**config.mk**
```make
export PLATFORM = sky130hd
export DESIGN_NAME = duty_cycle_sensor_mux_sequencer_flat
export DESIGN_NICKNAME = d
export VERILOG_FILES = /design/src/hw/rtl/dcsm_pkg.sv /design/src/hw/rtl/dcsm_if.sv /design/src/hw/rtl/dcsm_div.sv /design/src/hw/rtl/duty_cycle_sensor_mux_sequencer.sv /design/src/flat_wrapper.sv
export SDC_FILE = /design/constraint.sdc
export NUM_CORES = 1
export LEC_CHECK = 0
export BUFFER_PORTS_ARGS = -buffer_cell sky130_fd_sc_hd__buf_2
export CAP_MARGIN = 5
export CORE_UTILIZATION = 60
export DETAILED_ROUTE_END_ITERATION = 10
export GPL_TIMING_DRIVEN = 1
export PLACE_DENSITY = 0.89
export SETUP_SLACK_MARGIN = 0.5
export SYNTH_ARGS = -nofsm -noshare
export SYNTH_HDL_FRONTEND = slang
export SYNTH_SLANG_ARGS = --single-unit
```
**constraint.sdc**
```tcl
create_clock -name clk -period 5.8 [get_ports clk]
set_input_delay 0.87 -clock clk [delete_from_list [all_inputs] [get_ports clk]]
set_output_delay 0.87 -clock clk [all_outputs]
set_load 0.02 [all_outputs]
```
**src/hw/rtl/dcsm_pkg.sv**
```systemverilog
// Shared constants, codes and types for the duty-cycle sensor mux sequencer.
package dcsm_pkg;

  localparam int CountBits = 24;
  localparam int RatioW    = 17;
  localparam int NumW      = RatioW + CountBits;
  localparam int DenW      = CountBits + 1;
  localparam int StepW     = $clog2(RatioW + 1);
  localparam int WordW     = 32;

  localparam logic [RatioW-1:0] RatioScale = RatioW'(100000);

  localparam logic [WordW-1:0] KeepMask    = 32'h3FFF_3FFF;
  localparam logic [WordW-1:0] MuxMask     = 32'hC000_C000;
  localparam logic [WordW-1:0] SelVoltNext = 32'h8000_8000;
  localparam logic [WordW-1:0] SelCurrNext = 32'h0000_8000;
  localparam logic [WordW-1:0] SelStart    = 32'h8000_0000;

  typedef enum logic [1:0] {
    MODE_REG_MUX = 2'd0,
    MODE_GPIO    = 2'd1,
    MODE_BOARD   = 2'd2,
    MODE_FIXED   = 2'd3
  } mode_t;

  typedef enum logic [1:0] {
    SRC_VOLT = 2'd0,
    SRC_CURR = 2'd1,
    SRC_TEMP = 2'd2,
    SRC_IDLE = 2'd3
  } src_t;

  typedef enum logic [4:0] {
    ST_IDLE  = 5'b00001,
    ST_MUL   = 5'b00010,
    ST_START = 5'b00100,
    ST_DIV   = 5'b01000,
    ST_APPLY = 5'b10000
  } state_t;

endpackage

```
**src/hw/rtl/dcsm_if.sv**
```systemverilog
// Valid/ready channel interfaces for tick transactions and result transactions.
interface dcsm_in_if;
  logic                          valid;
  logic                          ready;
  logic [dcsm_pkg::CountBits-1:0] low_count;
  logic [dcsm_pkg::CountBits-1:0] high_count;
  logic [dcsm_pkg::WordW-1:0]     switch_reg_now;

  modport source (output valid, low_count, high_count, switch_reg_now, input ready);
  modport sink   (input valid, low_count, high_count, switch_reg_now, output ready);
endinterface

interface dcsm_out_if;
  logic                        valid;
  logic                        ready;
  logic                        long_interval;
  logic                        reg_write_valid;
  logic [dcsm_pkg::WordW-1:0]  reg_write_word;
  logic                        switch_level;
  logic [dcsm_pkg::RatioW-1:0] voltage_primary;
  logic [dcsm_pkg::RatioW-1:0] current_reading;
  logic [dcsm_pkg::RatioW-1:0] temp_filtered;
  logic [dcsm_pkg::RatioW-1:0] temp_aux;

  modport source (output valid, long_interval, reg_write_valid, reg_write_word,
                  switch_level, voltage_primary, current_reading, temp_filtered,
                  temp_aux, input ready);
  modport sink   (input valid, long_interval, reg_write_valid, reg_write_word,
                  switch_level, voltage_primary, current_reading, temp_filtered,
                  temp_aux, output ready);
endinterface

```
**src/hw/rtl/dcsm_div.sv**
```systemverilog
// Restoring divider, one quotient bit per cycle; quotient known to fit RatioW bits.
module dcsm_div (
  input  logic                          clk,
  input  logic                          rst_n,
  input  logic                          start,
  input  logic [dcsm_pkg::NumW-1:0]     num,
  input  logic [dcsm_pkg::DenW-1:0]     den,
  output logic                          done,
  output logic [dcsm_pkg::RatioW-1:0]   quot
);

  logic                          busy_r, busy_nxt;
  logic                          done_r, done_nxt;
  logic [dcsm_pkg::StepW-1:0]    cnt_r, cnt_nxt;
  logic [dcsm_pkg::DenW-1:0]     rem_r, rem_nxt;
  logic [dcsm_pkg::RatioW-1:0]   low_r, low_nxt;
  logic [dcsm_pkg::RatioW-1:0]   quot_r, quot_nxt;
  logic [dcsm_pkg::DenW:0]       trial;
  logic                          qbit;

  always_comb begin
    trial    = {rem_r, low_r[dcsm_pkg::RatioW-1]};
    qbit     = (trial >= {1'b0, den});
    busy_nxt = busy_r;
    done_nxt = 1'b0;
    cnt_nxt  = cnt_r;
    rem_nxt  = rem_r;
    low_nxt  = low_r;
    quot_nxt = quot_r;
    if (start) begin
      // top bits of the numerator are below the divisor
      busy_nxt = 1'b1;
      cnt_nxt  = '0;
      rem_nxt  = {1'b0, num[dcsm_pkg::NumW-1 -: dcsm_pkg::CountBits]};
      low_nxt  = num[dcsm_pkg::RatioW-1:0];
    end else if (busy_r) begin
      rem_nxt  = qbit ? dcsm_pkg::DenW'(trial - {1'b0, den})
                      : trial[dcsm_pkg::DenW-1:0];
      low_nxt  = {low_r[dcsm_pkg::RatioW-2:0], 1'b0};
      quot_nxt = {quot_r[dcsm_pkg::RatioW-2:0], qbit};
      cnt_nxt  = cnt_r + 1'b1;
      if (cnt_r == dcsm_pkg::StepW'(dcsm_pkg::RatioW - 1)) begin
        busy_nxt = 1'b0;
        done_nxt = 1'b1;
      end
    end
  end

  always_ff @(posedge clk) begin
    if (!rst_n) begin
      busy_r <= 1'b0;
      done_r <= 1'b0;
      cnt_r  <= '0;
    end else begin
      busy_r <= busy_nxt;
      done_r <= done_nxt;
      cnt_r  <= cnt_nxt;
    end
    rem_r  <= rem_nxt;
    low_r  <= low_nxt;
    quot_r <= quot_nxt;
  end

  assign done = done_r;
  assign quot = quot_r;

endmodule

```
**src/hw/rtl/duty_cycle_sensor_mux_sequencer.sv**
```systemverilog
// Top level: tick sequencer with multiplier step, shared serial divider and routing.
// Sequencing: a settle tick goes straight to APPLY, where its result is registered once
//   the output is free; a measure tick passes MUL, START, DIV (one bit per cycle), APPLY.
// Throughput: one transaction at a time; in_chan.ready is high only while idle.
// A finished result waits in the output register; the next tick may be taken meanwhile.
// Reset (rst_n, synchronous, active low): mode 0, next tick measures, mux not started,
//   all stores zero, select level high, no result pending.
module duty_cycle_sensor_mux_sequencer (
  input  logic               clk,
  input  logic               rst_n,
  input  logic               cfg_we,
  input  logic [1:0]         cfg_wdata,
  dcsm_in_if.sink            in_chan,
  dcsm_out_if.source         out_chan
);

  dcsm_pkg::state_t state_r, state_nxt;

  // configuration
  dcsm_pkg::mode_t  mode_r;

  // persistent sensor state
  logic                          settle_r;
  dcsm_pkg::src_t                src_r;
  logic [dcsm_pkg::WordW-1:0]    last_word_r;
  logic [dcsm_pkg::RatioW-1:0]   hist_r;
  logic [dcsm_pkg::RatioW-1:0]   volt_r;
  logic [dcsm_pkg::RatioW-1:0]   curr_r;
  logic [dcsm_pkg::RatioW-1:0]   temp_r;
  logic [dcsm_pkg::RatioW-1:0]   taux_r;
  logic                          sel_r;

  // per-transaction working registers
  logic [dcsm_pkg::CountBits-1:0] lo_r;
  logic [dcsm_pkg::CountBits-1:0] hi_r;
  logic [dcsm_pkg::WordW-1:0]     now_r;
  logic [dcsm_pkg::NumW-1:0]      prod_r;
  logic [dcsm_pkg::DenW-1:0]      sum_r;

  // output register
  logic                          ovalid_r;
  logic                          o_long_r;
  logic                          o_wv_r;
  logic [dcsm_pkg::WordW-1:0]    o_word_r;

  // next values computed in the apply step
  dcsm_pkg::src_t                src_nxt;
  logic [dcsm_pkg::WordW-1:0]    last_word_nxt;
  logic [dcsm_pkg::RatioW-1:0]   hist_nxt;
  logic [dcsm_pkg::RatioW-1:0]   volt_nxt;
  logic [dcsm_pkg::RatioW-1:0]   curr_nxt;
  logic [dcsm_pkg::RatioW-1:0]   temp_nxt;
  logic [dcsm_pkg::RatioW-1:0]   taux_nxt;
  logic                          sel_nxt;
  logic                          wv_nxt;
  logic [dcsm_pkg::WordW-1:0]    word_nxt;
  logic [dcsm_pkg::WordW-1:0]    mux_word;

  logic                          div_start;
  logic                          div_done;
  logic [dcsm_pkg::RatioW-1:0]   div_quot;
  logic [dcsm_pkg::RatioW-1:0]   ratio;
  logic [dcsm_pkg::RatioW+1:0]   hist_x3;
  logic [dcsm_pkg::RatioW-1:0]   avg;
  logic                          in_acc;
  logic                          out_free;
  logic                          apply_go;

  assign in_chan.ready = (state_r == dcsm_pkg::ST_IDLE);
  assign in_acc        = in_chan.valid && in_chan.ready;
  assign out_free      = !ovalid_r || out_chan.ready;
  assign apply_go      = (state_r == dcsm_pkg::ST_APPLY) && out_free;
  assign div_start     = (state_r == dcsm_pkg::ST_START);

  dcsm_div u_div (
    .clk   (clk),
    .rst_n (rst_n),
    .start (div_start),
    .num   (prod_r),
    .den   (sum_r),
    .done  (div_done),
    .quot  (div_quot)
  );

  // zero pulse total gives a zero ratio
  assign ratio   = (sum_r == '0) ? '0 : div_quot;

  // quarter-weight moving average, each term truncated
  assign hist_x3 = {2'b00, hist_r} + {1'b0, hist_r, 1'b0};
  assign avg     = (hist_r == '0) ? ratio
                 : dcsm_pkg::RatioW'({2'b00, ratio[dcsm_pkg::RatioW-1:2]} +
                                     hist_x3[dcsm_pkg::RatioW+1:2]);

  // sequencer
  always_comb begin
    state_nxt = state_r;
    unique case (state_r)
      dcsm_pkg::ST_IDLE: begin
        if (in_acc) begin
          state_nxt = settle_r ? dcsm_pkg::ST_APPLY : dcsm_pkg::ST_MUL;
        end
      end
      dcsm_pkg::ST_MUL: begin
        state_nxt = dcsm_pkg::ST_START;
      end
      dcsm_pkg::ST_START: begin
        state_nxt = dcsm_pkg::ST_DIV;
      end
      dcsm_pkg::ST_DIV: begin
        if (div_done) begin
          state_nxt = dcsm_pkg::ST_APPLY;
        end
      end
      dcsm_pkg::ST_APPLY: begin
        if (out_free) begin
          state_nxt = dcsm_pkg::ST_IDLE;
        end
      end
      default: begin
        state_nxt = dcsm_pkg::ST_IDLE;
      end
    endcase
  end

  // routing of the ratio by mode; only takes effect on a measure tick
  always_comb begin
    src_nxt       = src_r;
    last_word_nxt = last_word_r;
    hist_nxt      = hist_r;
    volt_nxt      = volt_r;
    curr_nxt      = curr_r;
    temp_nxt      = temp_r;
    taux_nxt      = taux_r;
    sel_nxt       = sel_r;
    wv_nxt        = 1'b0;
    word_nxt      = '0;
    mux_word      = now_r & ~dcsm_pkg::MuxMask;
    unique case (mode_r)
      dcsm_pkg::MODE_REG_MUX: begin
        wv_nxt = 1'b1;
        if ((now_r != last_word_r) && (last_word_r != '0)) begin
          // switch part lost its setting: restore mux bits, drop this sample
          last_word_nxt = (now_r & dcsm_pkg::KeepMask) | (last_word_r & dcsm_pkg::MuxMask);
        end else begin
          case (src_r)
            dcsm_pkg::SRC_VOLT: begin
              volt_nxt = ratio;
              src_nxt  = dcsm_pkg::SRC_CURR;
              mux_word = mux_word | dcsm_pkg::SelVoltNext;
            end
            dcsm_pkg::SRC_CURR: begin
              curr_nxt = ratio;
              src_nxt  = dcsm_pkg::SRC_TEMP;
              mux_word = mux_word | dcsm_pkg::SelCurrNext;
            end
            dcsm_pkg::SRC_TEMP: begin
              hist_nxt = avg;
              temp_nxt = avg;
              src_nxt  = dcsm_pkg::SRC_VOLT;
              mux_word = mux_word | dcsm_pkg::SelStart;
            end
            default: begin
              src_nxt  = dcsm_pkg::SRC_VOLT;
              mux_word = mux_word | dcsm_pkg::SelStart;
            end
          endcase
          last_word_nxt = mux_word;
        end
        word_nxt = last_word_nxt;
      end
      dcsm_pkg::MODE_GPIO, dcsm_pkg::MODE_BOARD: begin
        if (sel_r) begin
          volt_nxt = ratio;
        end else begin
          taux_nxt = ratio;
        end
        sel_nxt = !sel_r;
      end
      dcsm_pkg::MODE_FIXED: begin
        volt_nxt = ratio;
      end
      default: begin
        volt_nxt = volt_r;
      end
    endcase
  end

  always_ff @(posedge clk) begin
    if (!rst_n) begin
      state_r     <= dcsm_pkg::ST_IDLE;
      mode_r      <= dcsm_pkg::MODE_REG_MUX;
      settle_r    <= 1'b0;
      src_r       <= dcsm_pkg::SRC_IDLE;
      last_word_r <= '0;
      hist_r      <= '0;
      volt_r      <= '0;
      curr_r      <= '0;
      temp_r      <= '0;
      taux_r      <= '0;
      sel_r       <= 1'b1;
      ovalid_r    <= 1'b0;
    end else begin
      state_r <= state_nxt;
      if (cfg_we) begin
        mode_r <= dcsm_pkg::mode_t'(cfg_wdata);
      end
      // a new result may load in the same cycle the old one is taken
      if (apply_go) begin
        ovalid_r <= 1'b1;
      end else if (out_chan.ready) begin
        ovalid_r <= 1'b0;
      end
      if (apply_go) begin
        settle_r <= !settle_r;
        if (!settle_r) begin
          src_r       <= src_nxt;
          last_word_r <= last_word_nxt;
          hist_r      <= hist_nxt;
          volt_r      <= volt_nxt;
          curr_r      <= curr_nxt;
          temp_r      <= temp_nxt;
          taux_r      <= taux_nxt;
          sel_r       <= sel_nxt;
        end
      end
    end
  end

  // transaction payload and output payload registers
  always_ff @(posedge clk) begin
    if (in_acc) begin
      lo_r  <= in_chan.low_count;
      hi_r  <= in_chan.high_count;
      now_r <= in_chan.switch_reg_now;
    end
    if (state_r == dcsm_pkg::ST_MUL) begin
      prod_r <= dcsm_pkg::NumW'(dcsm_pkg::RatioScale) * dcsm_pkg::NumW'(lo_r);
      sum_r  <= {1'b0, lo_r} + {1'b0, hi_r};
    end
    if (apply_go) begin
      o_long_r <= settle_r;
      o_wv_r   <= !settle_r && wv_nxt;
      o_word_r <= settle_r ? '0 : word_nxt;
    end
  end

  assign out_chan.valid           = ovalid_r;
  assign out_chan.long_interval   = o_long_r;
  assign out_chan.reg_write_valid = o_wv_r;
  assign out_chan.reg_write_word  = o_word_r;
  // store values only change at the load of the output register, and the next
  // load waits until this result is taken, so they read straight from state
  assign out_chan.switch_level    = sel_r;
  assign out_chan.voltage_primary = volt_r;
  assign out_chan.current_reading = curr_r;
  assign out_chan.temp_filtered   = temp_r;
  assign out_chan.temp_aux        = taux_r;

endmodule

```
**src/flat_wrapper.sv**
```systemverilog
// flat-port wrapper written by rule: the top's interface ports become plain ports
module duty_cycle_sensor_mux_sequencer_flat 
  (clk, rst_n, cfg_we, cfg_wdata, in_chan_valid, in_chan_low_count, in_chan_high_count, in_chan_switch_reg_now, in_chan_ready, out_chan_valid, out_chan_long_interval, out_chan_reg_write_valid, out_chan_reg_write_word, out_chan_switch_level, out_chan_voltage_primary, out_chan_current_reading, out_chan_temp_filtered, out_chan_temp_aux, out_chan_ready);
  dcsm_in_if in_chan_i ();
  dcsm_out_if out_chan_i ();
  input  logic clk;
  input  logic rst_n;
  input  logic cfg_we;
  input  logic [1:0] cfg_wdata;
  input wire logic [$bits(in_chan_i.valid)-1:0] in_chan_valid;
  input wire logic [$bits(in_chan_i.low_count)-1:0] in_chan_low_count;
  input wire logic [$bits(in_chan_i.high_count)-1:0] in_chan_high_count;
  input wire logic [$bits(in_chan_i.switch_reg_now)-1:0] in_chan_switch_reg_now;
  output wire logic [$bits(in_chan_i.ready)-1:0] in_chan_ready;
  output wire logic [$bits(out_chan_i.valid)-1:0] out_chan_valid;
  output wire logic [$bits(out_chan_i.long_interval)-1:0] out_chan_long_interval;
  output wire logic [$bits(out_chan_i.reg_write_valid)-1:0] out_chan_reg_write_valid;
  output wire logic [$bits(out_chan_i.reg_write_word)-1:0] out_chan_reg_write_word;
  output wire logic [$bits(out_chan_i.switch_level)-1:0] out_chan_switch_level;
  output wire logic [$bits(out_chan_i.voltage_primary)-1:0] out_chan_voltage_primary;
  output wire logic [$bits(out_chan_i.current_reading)-1:0] out_chan_current_reading;
  output wire logic [$bits(out_chan_i.temp_filtered)-1:0] out_chan_temp_filtered;
  output wire logic [$bits(out_chan_i.temp_aux)-1:0] out_chan_temp_aux;
  input wire logic [$bits(out_chan_i.ready)-1:0] out_chan_ready;
  assign in_chan_i.valid = in_chan_valid;
  assign in_chan_i.low_count = in_chan_low_count;
  assign in_chan_i.high_count = in_chan_high_count;
  assign in_chan_i.switch_reg_now = in_chan_switch_reg_now;
  assign in_chan_ready = in_chan_i.ready;
  assign out_chan_valid = out_chan_i.valid;
  assign out_chan_long_interval = out_chan_i.long_interval;
  assign out_chan_reg_write_valid = out_chan_i.reg_write_valid;
  assign out_chan_reg_write_word = out_chan_i.reg_write_word;
  assign out_chan_switch_level = out_chan_i.switch_level;
  assign out_chan_voltage_primary = out_chan_i.voltage_primary;
  assign out_chan_current_reading = out_chan_i.current_reading;
  assign out_chan_temp_filtered = out_chan_i.temp_filtered;
  assign out_chan_temp_aux = out_chan_i.temp_aux;
  assign out_chan_i.ready = out_chan_ready;
  duty_cycle_sensor_mux_sequencer u_core (.clk(clk), .rst_n(rst_n), .cfg_we(cfg_we), .cfg_wdata(cfg_wdata), .in_chan(in_chan_i), .out_chan(out_chan_i));
endmodule
```
* Yosys cells after proc, flatten, opt, wreduce, memory -nomap -nowiden *
Cells that the tools add are included.

word-level totals
  register bits after elaboration = 352
  bits in latches = 0
  memory bits (writable) = 0
  bits in read-only memories = 0
  output and inout port bits = 105
  logic and storage cells = 114
  memories = 0

cells by class
  add/subtract/negate cells = 5
  multiply operators = 1
  divide/modulo/power cells = 0
  order comparisons = 1
  eq/ne operators = 18
  shift-type cells = 0
  multiplexer cells = 26
  bitwise operators = 8
  reductions and logical operators = 28

operator list
  kind                                                                   number
  17-bit two-way mux                                                     7
  32-bit case mux with 2 select lines                                    1
  17-bit case mux with 3 select lines                                    1
  24-bit two-way mux                                                     2
  12-bit by 24-bit multiplier with 36-bit output (first input constant)  1
  32-bit two-way mux                                                     1
  32-bit != test                                                         1
  30-bit by 32-bit OR with 32-bit output                                 1
  32-bit nonzero test                                                    1
  26-bit by 25-bit >= comparator with 1-bit output                       1
  24-bit by 24-bit adder with 25-bit output                              1
  25-bit zero test                                                       1
  25-bit two-way mux                                                     1
  5-bit case mux with 5 select lines                                     1
  25-bit subtractor                                                      1
  5-bit two-way mux                                                      4
  17-bit by 18-bit adder with 19-bit output                              1
  15-bit by 17-bit adder with 17-bit output                              1
  17-bit zero test                                                       1
  5-bit AND reduction                                                    3
  5-bit == test (second input constant)                                  2
  3-bit AND reduction                                                    3
  2-bit != test (second input constant)                                  4
  4-bit AND reduction                                                    2
  other kinds (19)                                                       44

* Logic depth before layout (Yosys ltp) *
Gate-level depths: netlist (run 1).

  word-level depth = 5
  mapped depth = 19
  mapped depth without buffers = 19

* Modules after synthesis *
Synthesis (run 1) repeated with hierarchy kept, for this count alone.

second synthesis, totals
  cell total of the unflattened synthesis = 2120
  area, all modules = 22310.1 µm²

modules (own cells, without submodules)
  module                           instances  cells an instance  area each (µm²)  sequential area each (µm²)
  duty_cycle_sensor_mux_sequencer  1          1705               17987.3          7497.2
  dcsm_div                         1          415                4322.9           1901.8

* Least setup slack after synthesis (run 1) *
OpenSTA, ideal clock, no wires.

  kind = register to register
  start = register u_core.lo_r[2] (netlist bit)
  end = register u_core.prod_r[39] (netlist bit) (data pin)
  arrival = 4720 ps
  path slack = 811 ps
  cell stages (with the launch flop) = 19
  path buffers = 0
  period minus slack after synthesis = 4989 ps
  path through = edfxtp_1 > ha_1 > ha_1 > xor2_1 > ha_1 > fa_1 > inv_1 > fa_1 > inv_1 > ha_1 > a21o_1 > a221o_1 > a21o_1 > a41oi_2 > o21a_1 > o21ai_1 > a31oi_1 > o31ai_1 > xor2_1

on the way
  word-level cells in the longest chain between the ends = 1

RTL lines
  item                                            RTL line                                text
  start, declared                                 duty_cycle_sensor_mux_sequencer.sv:34   logic [dcsm_pkg::CountBits-1:0] lo_r;
  start signal, assigned                          duty_cycle_sensor_mux_sequencer.sv:232  lo_r <= in_chan.low_count;
  12-bit by 24-bit multiplier with 36-bit output  duty_cycle_sensor_mux_sequencer.sv:237  prod_r <= dcsm_pkg::NumW'(dcsm_pkg::RatioScale) * dcsm_pkg::NumW'(lo_r);
  end signal, assigned                            duty_cycle_sensor_mux_sequencer.sv:237
  end, declared                                   duty_cycle_sensor_mux_sequencer.sv:37   logic [dcsm_pkg::NumW-1:0] prod_r;

No other way between the ends.
A chain may end at the register's enable or synchronous reset.

* Final worst setup path (run 1) *
  start = register u_core.lo_r[12] (netlist bit)
  end = register u_core.prod_r[40] (netlist bit) (data pin)

Same word-level chain as after synthesis.

==> results of run 1 <==
[worst max path at each step]
| stage | start | endpoint | cells past startpoint |
|---|---|---|---|
| floorplan | u_core.lo_r[2]$_DFFE_PP_ | u_core.prod_r[39]$_DFFE_PP_ | 18 |
| global placement | u_core.lo_r[2]$_DFFE_PP_ | u_core.prod_r[39]$_DFFE_PP_ | 18 |
| detailed placement | u_core.lo_r[2]$_DFFE_PP_ | u_core.prod_r[39]$_DFFE_PP_ | 18 |
| CTS | u_core.lo_r[11]$_DFFE_PP_ | u_core.prod_r[40]$_DFFE_PP_ | 19 |
| global route | u_core.lo_r[11]$_DFFE_PP_ | u_core.prod_r[40]$_DFFE_PP_ | 19 |
| finish | u_core.lo_r[12]$_DFFE_PP_ | u_core.prod_r[40]$_DFFE_PP_ | 19 |
[through the flow]
stage	instance area, µm²	hold slack [ns]	instances
floorplan	22000	0.4180	2122
global placement	23420	0.4215	2736
detailed placement	23420	0.4269	2736
CTS	24830	0.4446	2814
global route	25060	0.4472	2831
finish	25060	0.4388	2831
[worst max-delay path, stage by stage, from the launching register on]
cell and delay [ns]:
edfxtp_1 0.51, ha_4 0.33, ha_2 0.23, inv_1 0.07, fa_1 0.53, inv_1 0.05, fa_1 0.48, inv_1 0.06
fa_1 0.53, inv_1 0.04, ha_1 0.36, and4_1 0.22, and2_4 0.17, and3_4 0.18, a32oi_2 0.17, nand3_2 0.15
a41o_1 0.26, a221o_1 0.34, a21oi_2 0.16, xnor2_1 0.08
[metal layers]
layer  vias up  GRT usage [%]
met5         -              0
met4         0          8.919
met3       116          4.010
met2       646          48.86
met1      7834          34.84
li1       7790              -
[kinds of logic (layout without fill, tap and decap cells)]
logic type | Yosys count | in the layout | share of synthesized area (%)
AO/OA/AOI/OAI | 395 | 395 | 11.82
XOR/XNOR | 151 | 151 | 6.012
adder cells (fa/ha/maj) | 306 | 306 | 19.66
buffers and inverters | 299 | 547 | 5.295
flip-flops | 348 | 348 | 42.05
multiplexers | 68 | 68 | 3.111
AND/OR/NAND/NOR | 555 | 555 | 12.06
[what timing repair did]
| item | CTS | global route |
|---|---|---|
| buffers inserted | 8 | 17 |
| gates resized for setup | 0 | 13 |
| pin swaps | 0 | 6 |
| setup endpoints to repair | 3 | 6 |
[cell usage after synthesis, types with 35 or more instances]
| cell type | n | share of area, % |
|---|---|---|
| inv_1 | 247 | 4.2 |
| ha_1 | 240 | 14 |
| edfxtp_1 | 228 | 31 |
| nand2_1 | 194 | 3.3 |
| nor2_1 | 146 | 2.5 |
| a21oi_1 | 132 | 3.0 |
| dfxtp_1 | 120 | 11 |
| xnor2_1 | 110 | 4.4 |
| fa_1 | 66 | 6.0 |
| mux2i_1 | 65 | 3.0 |
| a21o_1 | 53 | 1.8 |
| o21ai_0 | 48 | 1.1 |
| xor2_1 | 41 | 1.6 |
| clkbuf_1 | 36 | 0.61 |
| nor2b_1 | 35 | 1.0 |
[final cells by class]
class	instances	area [µm²]	area share, %
repair buffers	229	1241	4.953
inverters	248	930.9	3.715
flip-flops and latches	348	9249	36.91
clock buffers	46	991.0	3.954
clock inverters	24	359.1	1.433
well taps	461	576.8	2.302
multi-input cells	1475	11710	46.73
[sequential cells by signal (all words and copies together), names as in the netlist, 24 cells and up]
name                            count
u_core.lo_r                        24
u_core.last_word_r                 32
u_core.sum_r                       25
u_core.out_chan.reg_write_word     32
u_core.now_r                       32
u_core.prod_r                      36
u_core.hi_r                        24
u_core.u_div.rem_r                 25
==> metrics.md, run 1 <==
| Metric | Value |
|---|---|
| Post-synth EDFFs | `228` |
| RSZ-0062 raised after global routing | `true` |
| Share of layout cells above drive strength 1 | `14.18%` |
| Clock root buffer | `clkbuf_16` |
| Die area | `37430 µm²` |
| Sequential fraction of the synthesis area | `42.05%` |
| Worst r2r src | `u_core.lo_r[12]$_DFFE_PP_` |
| M1 wire length | `21390 µm` |
| Post-layout util | `69.94%` |
| Register-to-Register Setup Slack | `0.63 ns` |
| First-pass GRT wire length | `83260 µm` |
| CTS H-Tree Depth | `2` |
| Per-cell routed wire length | `18.44 µm` |
| RR Endpoint | `u_core.prod_r[40]$_DFFE_PP_` |
| Metal2 WL | `26050 µm` |
| Nets@finish | `2733` |
| Core region area | `35830 µm²` |
| Final Cycle Share | `89.17%` |
| Clock-pin transition on the worst setup and hold timing paths | `0.06 ns` |
| Initial core utilization | `61.40%` |
| TritonRoute pass-1 iters | `11` |
| Fillcell total | `2509` |
| Worst-margin pin slew | `1.215 ns` |
| Yosys reg bits | `348` |
| Max_slew headroom | `18.78%` |
| Antenna violations before repair | `0` |
| Synth Area per Inst | `10.37 µm²` |
| Synth Cell Area | `22000 µm²` |
| Grt total ovfl | `0` |
| DP Worst Slack | `0.4072 ns` |
| Post-synthesis net count | `2515` |
| IO Count | `192` |
| Setup CP Type | `reg -> reg` |
| Hold path depth | `0` |
| Status | `complete, but fails checks` |
| Setup TNS | `0 ns` |
| Antenna cells | `0` |
| Clk sinks | `348` |
| Crit. End Element | `register` |
| CTS tree | `yes` |
| Commonest non-fill, non-tap cell in the layout | `inv_1` |
| Tot GR Track Use | `27.65%` |
| Fin. max-slew vios | `0` |
| Synthesis warning total | `0` |
| Top FF cell, synth | `edfxtp_1` |
| Setup ws final | `0.6284 ns` |
| Min-delay worst type | `reg -> reg` |
| Crit path max fanout | `5` |
| Number of remaining DRC errors | `24` |
| Height of the die | `193.5 µm` |
| Worst Hold Path EP | `u_core.u_div.quot[2]$_DFFE_PP_` |
| Final Hold Fails | `0` |
| Hold_buf cts | `0` |
| Post-layout min period | `5.172 ns` |
| FMAX | `193.4 MHz` |
| Mapped Cells | `2122` |
| Buffer depth of the longest clock path | `3` |
| Initial DRC Count | `1180` |
| Vias in the first global route | `16520` |
| Via/cell ratio | `5.788` |
| Met3 routed WL | `3251 µm` |
| IO buf count | `191` |
| CTS buffer count | `38` |
| Area Overhead vs Synth | `13.92%` |
| Highest Signal Layer | `met4` |
| Final setup fails | `0` |
| Max_cap viols | `0` |
| CP arrival | `5.49 ns` |
| Most frequent cells in the layout | `246 x inv_1, 233 x ha_1, 228 x edfxtp_1, 194 x nand2_1, 191 x buf_2` |
| Clock Skews | `0.01735 ns` |
| FP Rows | `69` |
| Worst setup SP type | `register` |
| Post-DRT Antenna Nets | `0` |
| R2R cell count | `19` |
| DR vias | `16390` |
| Critical path required time | `6.11 ns` |
| Violated checks | `design-rule violations` |
| Asr flop ratio synth | `0%` |
| DP HPWL | `39290 µm` |
| Largest net degree at the start of global routing | `75` |
| Clk_lat worst skew | `0.58 ns` |
| Die X-Extent | `193.5 µm` |
| RD Place Congestion | `0.9729` |
| HP Start | `u_core.u_div.quot[1]$_DFFE_PP_` |
| Final WL | `52200 µm` |
| Synth unique cells | `81` |
Power of run 1 is left out: the tool's default activity adds up to more than one toggle a clock period on the data nets, which glitch-free logic cannot reach.
==> run 2, diff against run 1 <==
- SYNTH_HIERARCHICAL: default -> 1
==> run 2 against run 1 <==
  * Critical path type unchanged
  * Synthesized area grew 1.4%
  * Hold slack gained 0.0075 ns
  * Wire length shrank 3.2%
  * First-iteration DRC count fell by 3.6%
  * The run now ends clean
  * Sequential share of layout area is 0.29 points higher
  * Via count barely moved
  * Utilization shrank 0.93 points
  * Maximum frequency decreased by 0.61%
  * Worst setup slack worse by 0.032 ns
  * Clock skew is 0.0046 ns higher
==> metrics.md, run 2 <==
| Metric | Value |
|---|---|
| Status | `completed` |
| Mapped Cells | `2120 (-0.094%)` |
| Post-layout min period | `5.203 ns (+0.03159 ns)` |
| RD Place Congestion | `0.9295 (-4.5%)` |
| Commonest cells post-synth | `259 x inv_1, 233 x edfxtp_1, 232 x ha_1` |
| Post-layout util | `69.01% (-0.93 points)` |
| Post-synth EDFFs | `233 (+2.2%)` |
| Placement Cell Area | `23660 µm² (+1.0%)` |
| Antenna violations before repair | `0 (unchanged)` |
| Post-Place Cells | `2737 (+0.037%)` |
| Synth unique cells | `93 (+15%)` |
| Crit path buffers/inverters | `2 (-2)` |
| Hold_buf cts | `0 (unchanged)` |
| Fin. max-slew vios | `0 (unchanged)` |
| Final WL | `50540 µm (-3.2%)` |
| Final Hold Fails | `0 (unchanged)` |
| Count leader, synth | `inv_1` |
| Footprint of the multi-input gates | `11810 µm² (+0.87%)` |
| First-pass GRT wire length | `80270 µm (-3.6%)` |
| Register-to-Register Setup Slack | `0.60 ns (-0.03 ns)` |
| Synth Cell Area | `22310 µm² (+1.4%)` |
| CTS tree | `yes` |
| Crit. End Element | `register` |
| CTS buffer count | `38 (unchanged)` |
| Worst-margin pin slew | `1.236 ns (+0.02091 ns)` |
| Crit path max fanout | `5 (unchanged)` |
| Number of remaining DRC errors | `0 (-100%)` |
| Clk sinks | `353 (+1.4%)` |
| Most used cell, CP | `fa_1` |
| Initial DRC Count | `1138 (-3.6%)` |
| Max_slew headroom | `17.61% (-1.2 points)` |
| Tot GR Track Use | `26.23% (-1.4 points)` |
| Grt total ovfl | `0 (unchanged)` |
| Worst Hold Path EP | `u_core/u_div/quot[5]$_DFFE_PP_` |
| Synthesis warning total | `6 (+6)` |
| Clock Skews | `0.02193 ns (+0.004580 ns)` |
| Pwr dens | `515.6 nW/µm²` |
| Most frequent cells in the layout | `258 x inv_1, 233 x edfxtp_1, 220 x ha_1, 191 x buf_2, 150 x nor2_1` |
| Setup TNS | `0 ns (unchanged)` |
| Max incr delay on CP | `0.54 ns (about the same)` |
| Setup CP Type | `reg -> reg` |
| Worst r2r src | `u_core/lo_r[7]$_DFFE_PP_` |
| HP Start | `u_core/u_div/quot[4]$_DFFE_PP_` |
| Clock root buffer | `clkbuf_16` |
| R2R cell count | `17 (-2)` |
| Sequential fraction of the synthesis area | `42.13% (+0.083 points)` |
| Antenna cells | `0 (unchanged)` |
| Crit path cell chain | `ha_1, ha_1, fa_1, fa_1, inv_1, fa_1, inv_1, ha_4, a22oi_1, nand3_1, nor4_2, a21oi_2, and2_2, or3_4, a21oi_2, o21ba_2, xnor2_1` |
| Synth Area per Inst | `10.52 µm² (+1.5%)` |
| Commonest non-fill, non-tap cell in the layout | `inv_1` |
| Clock-pin transition on the worst setup and hold timing paths | `0.06 ns (about the same)` |
| Height of the die | `194.8 µm (+0.70%)` |
| Clk_lat worst skew | `0.57 ns (about the same)` |
| IO Count | `192 (unchanged)` |
| DP HPWL | `37710 µm (-4.0%)` |
| Slowest library cell on the worst path | `fa_1` |
| Share of layout cells above drive strength 1 | `15.09% (+0.91 points)` |
| Per-cell routed wire length | `17.83 µm (-3.3%)` |
| Delay-heaviest family, CP | `adder cells` |
| DR vias | `16370 (-0.085%)` |
| CP arrival | `5.51 ns (+0.02 ns)` |
| P_leak | `11.32 nW` |
| Fillcell total | `2661 (+6.1%)` |
| Critical path required time | `6.10 ns (about the same)` |
| Worst setup SP type | `register` |
| Top FF cell, synth | `edfxtp_1` |
| Max_cap viols | `0 (unchanged)` |
| DP Worst Slack | `0.4827 ns (+0.07559 ns)` |
| Hold Slack | `0.4463 ns (+0.007523 ns)` |
| Largest net degree at the start of global routing | `80 (+6.7%)` |
| Area Overhead vs Synth | `13.24%` |
| Nets@finish | `2730 (-0.11%)` |
| Final Cell Area | `25260 µm² (+0.82%)` |
| Cell Count, Final, Fillers Out | `2834 (+0.11%)` |
| FP Rows | `70 (+1.4%)` |
| Overall power | `13.03 mW` |
| Initial core utilization | `60.94% (-0.46 points)` |
| FMAX | `192.2 MHz (-0.61%)` |
| Min-delay worst type | `reg -> reg` |
| Hold path depth | `0 (unchanged)` |
| Post-synth top area share | `31.36% (+0.24 points)` |
| Reg with most FFs | `u_core/prod_r` |
| Buffer depth of the longest clock path | `3 (unchanged)` |
| Via/cell ratio | `5.777 (-0.19%)` |
| IO buf count | `191 (unchanged)` |
| Setup ws final | `0.5968 ns (-0.03159 ns)` |
| Vias in the first global route | `16280 (-1.5%)` |
| Core region area | `36610 µm² (+2.2%)` |
| RR Endpoint | `u_core/prod_r[34]$_DFFE_PP_` |
| TritonRoute pass-1 iters | `7 (-4)` |
| Die X-Extent | `194.8 µm (+0.70%)` |
| RSZ-0062 raised after global routing | `true` |
| Top cells by area, synth | `edfxtp_1 31%, ha_1 13%, dfxtp_1 11%, fa_1 6.6%, inv_1 4.4%` |
| CTS H-Tree Depth | `2 (unchanged)` |
| Die area | `37960 µm² (+1.4%)` |
| Max VDD drop | `0.0005441 V` |
| Reg area | `9399 µm² (+1.6%)` |
| Asr flop ratio synth | `0% (unchanged)` |
| Final setup fails | `0 (unchanged)` |
| Post-DRT Antenna Nets | `0 (unchanged)` |
| Final Cycle Share | `89.71% (+0.54 points)` |
| Area leader, netlist | `edfxtp_1` |
| Yosys reg bits | `353 (+1.4%)` |
| Max reg flops | `36 (unchanged)` |
-- run 2: changes by cell type after synthesis, sizes merged, moves of 10 or more --
cell / change
inv: +12
a21boi: -27
a31oi: +12
nand2: -44
xnor2: -10
nor2b: +12
xor2: -10
mux2: +15
-- run 2: power breakdown --
group | internal (mW) | total (mW) | switching [mW]
Combinational | 3.09 | 7.29 | 4.21
Clock | 1.39 | 2.38 | 0.998
Sequential | 3.24 | 3.35 | 0.110
Total | 7.71 | 13.0 | 5.31
-- run 2: kinds of logic after synthesis --
| family | share of synthesized area, % |
|---|---|
| compound gates | 11.49 |
| xor+xnor | 5.143 |
| fa+ha+maj | 19.65 |
| buf+inv | 5.664 |
| flops | 42.13 |
| mux | 3.780 |
| other cells | 0.01681 |
| simple gates | 12.13 |
-- run 2: final cells by class --
cell class / instances / area share, %
flip-flops and latches: 353 / 37.20
multi-input cells: 1454 / 46.76
inverters: 262 / 3.898
clock buffers: 50 / 4.185
clock inverters: 19 / 0.7577
repair buffers: 228 / 4.883
well taps: 468 / 2.318
-- run 2: routing by layer --
| metal | track usage, % | wire (µm) | share of wire, % | vias to the layer above |
|---|---|---|---|---|
| met5 | 0 | 0 | 0 | - |
| met4 | 10.41 | 1686 | 3.3 | 0 |
| met3 | 3.557 | 3031 | 6.0 | 130 |
| met2 | 46.49 | 24950 | 49 | 631 |
| met1 | 32.30 | 20870 | 41 | 7786 |
| li1 | - | - | - | 7825 |
-- run 2: worst max-delay path by stage --
| stage | start | endpoint | slack [ns] | cells after the start |
|---|---|---|---|---|
| after floorplan | u_core/lo_r[12]$_DFFE_PP_ | u_core/prod_r[40]$_DFFE_PP_ | 0.84 | 18 |
| after CTS | u_core/lo_r[10]$_DFFE_PP_ | u_core/prod_r[39]$_DFFE_PP_ | 0.52 | 19 |
| after global routing | u_core/lo_r[8]$_DFFE_PP_ | u_core/prod_r[39]$_DFFE_PP_ | 0.44 | 17 |
| final | u_core/lo_r[7]$_DFFE_PP_ | u_core/prod_r[34]$_DFFE_PP_ | 0.60 | 17 |
| after global placement | u_core/lo_r[10]$_DFFE_PP_ | u_core/prod_r[39]$_DFFE_PP_ | 0.59 | 19 |
| after detailed placement | u_core/lo_r[12]$_DFFE_PP_ | u_core/prod_r[40]$_DFFE_PP_ | 0.48 | 18 |
-- run 2: timing repair --
| action | CTS | global route |
|---|---|---|
| pin swaps | 0 | 11 |
| buffers inserted | 6 | 22 |
| resized for setup | 1 | 20 |
| endpoints found under the setup margin | 1 | 7 |
No activity file was read; power rests on OpenSTA's default activity.
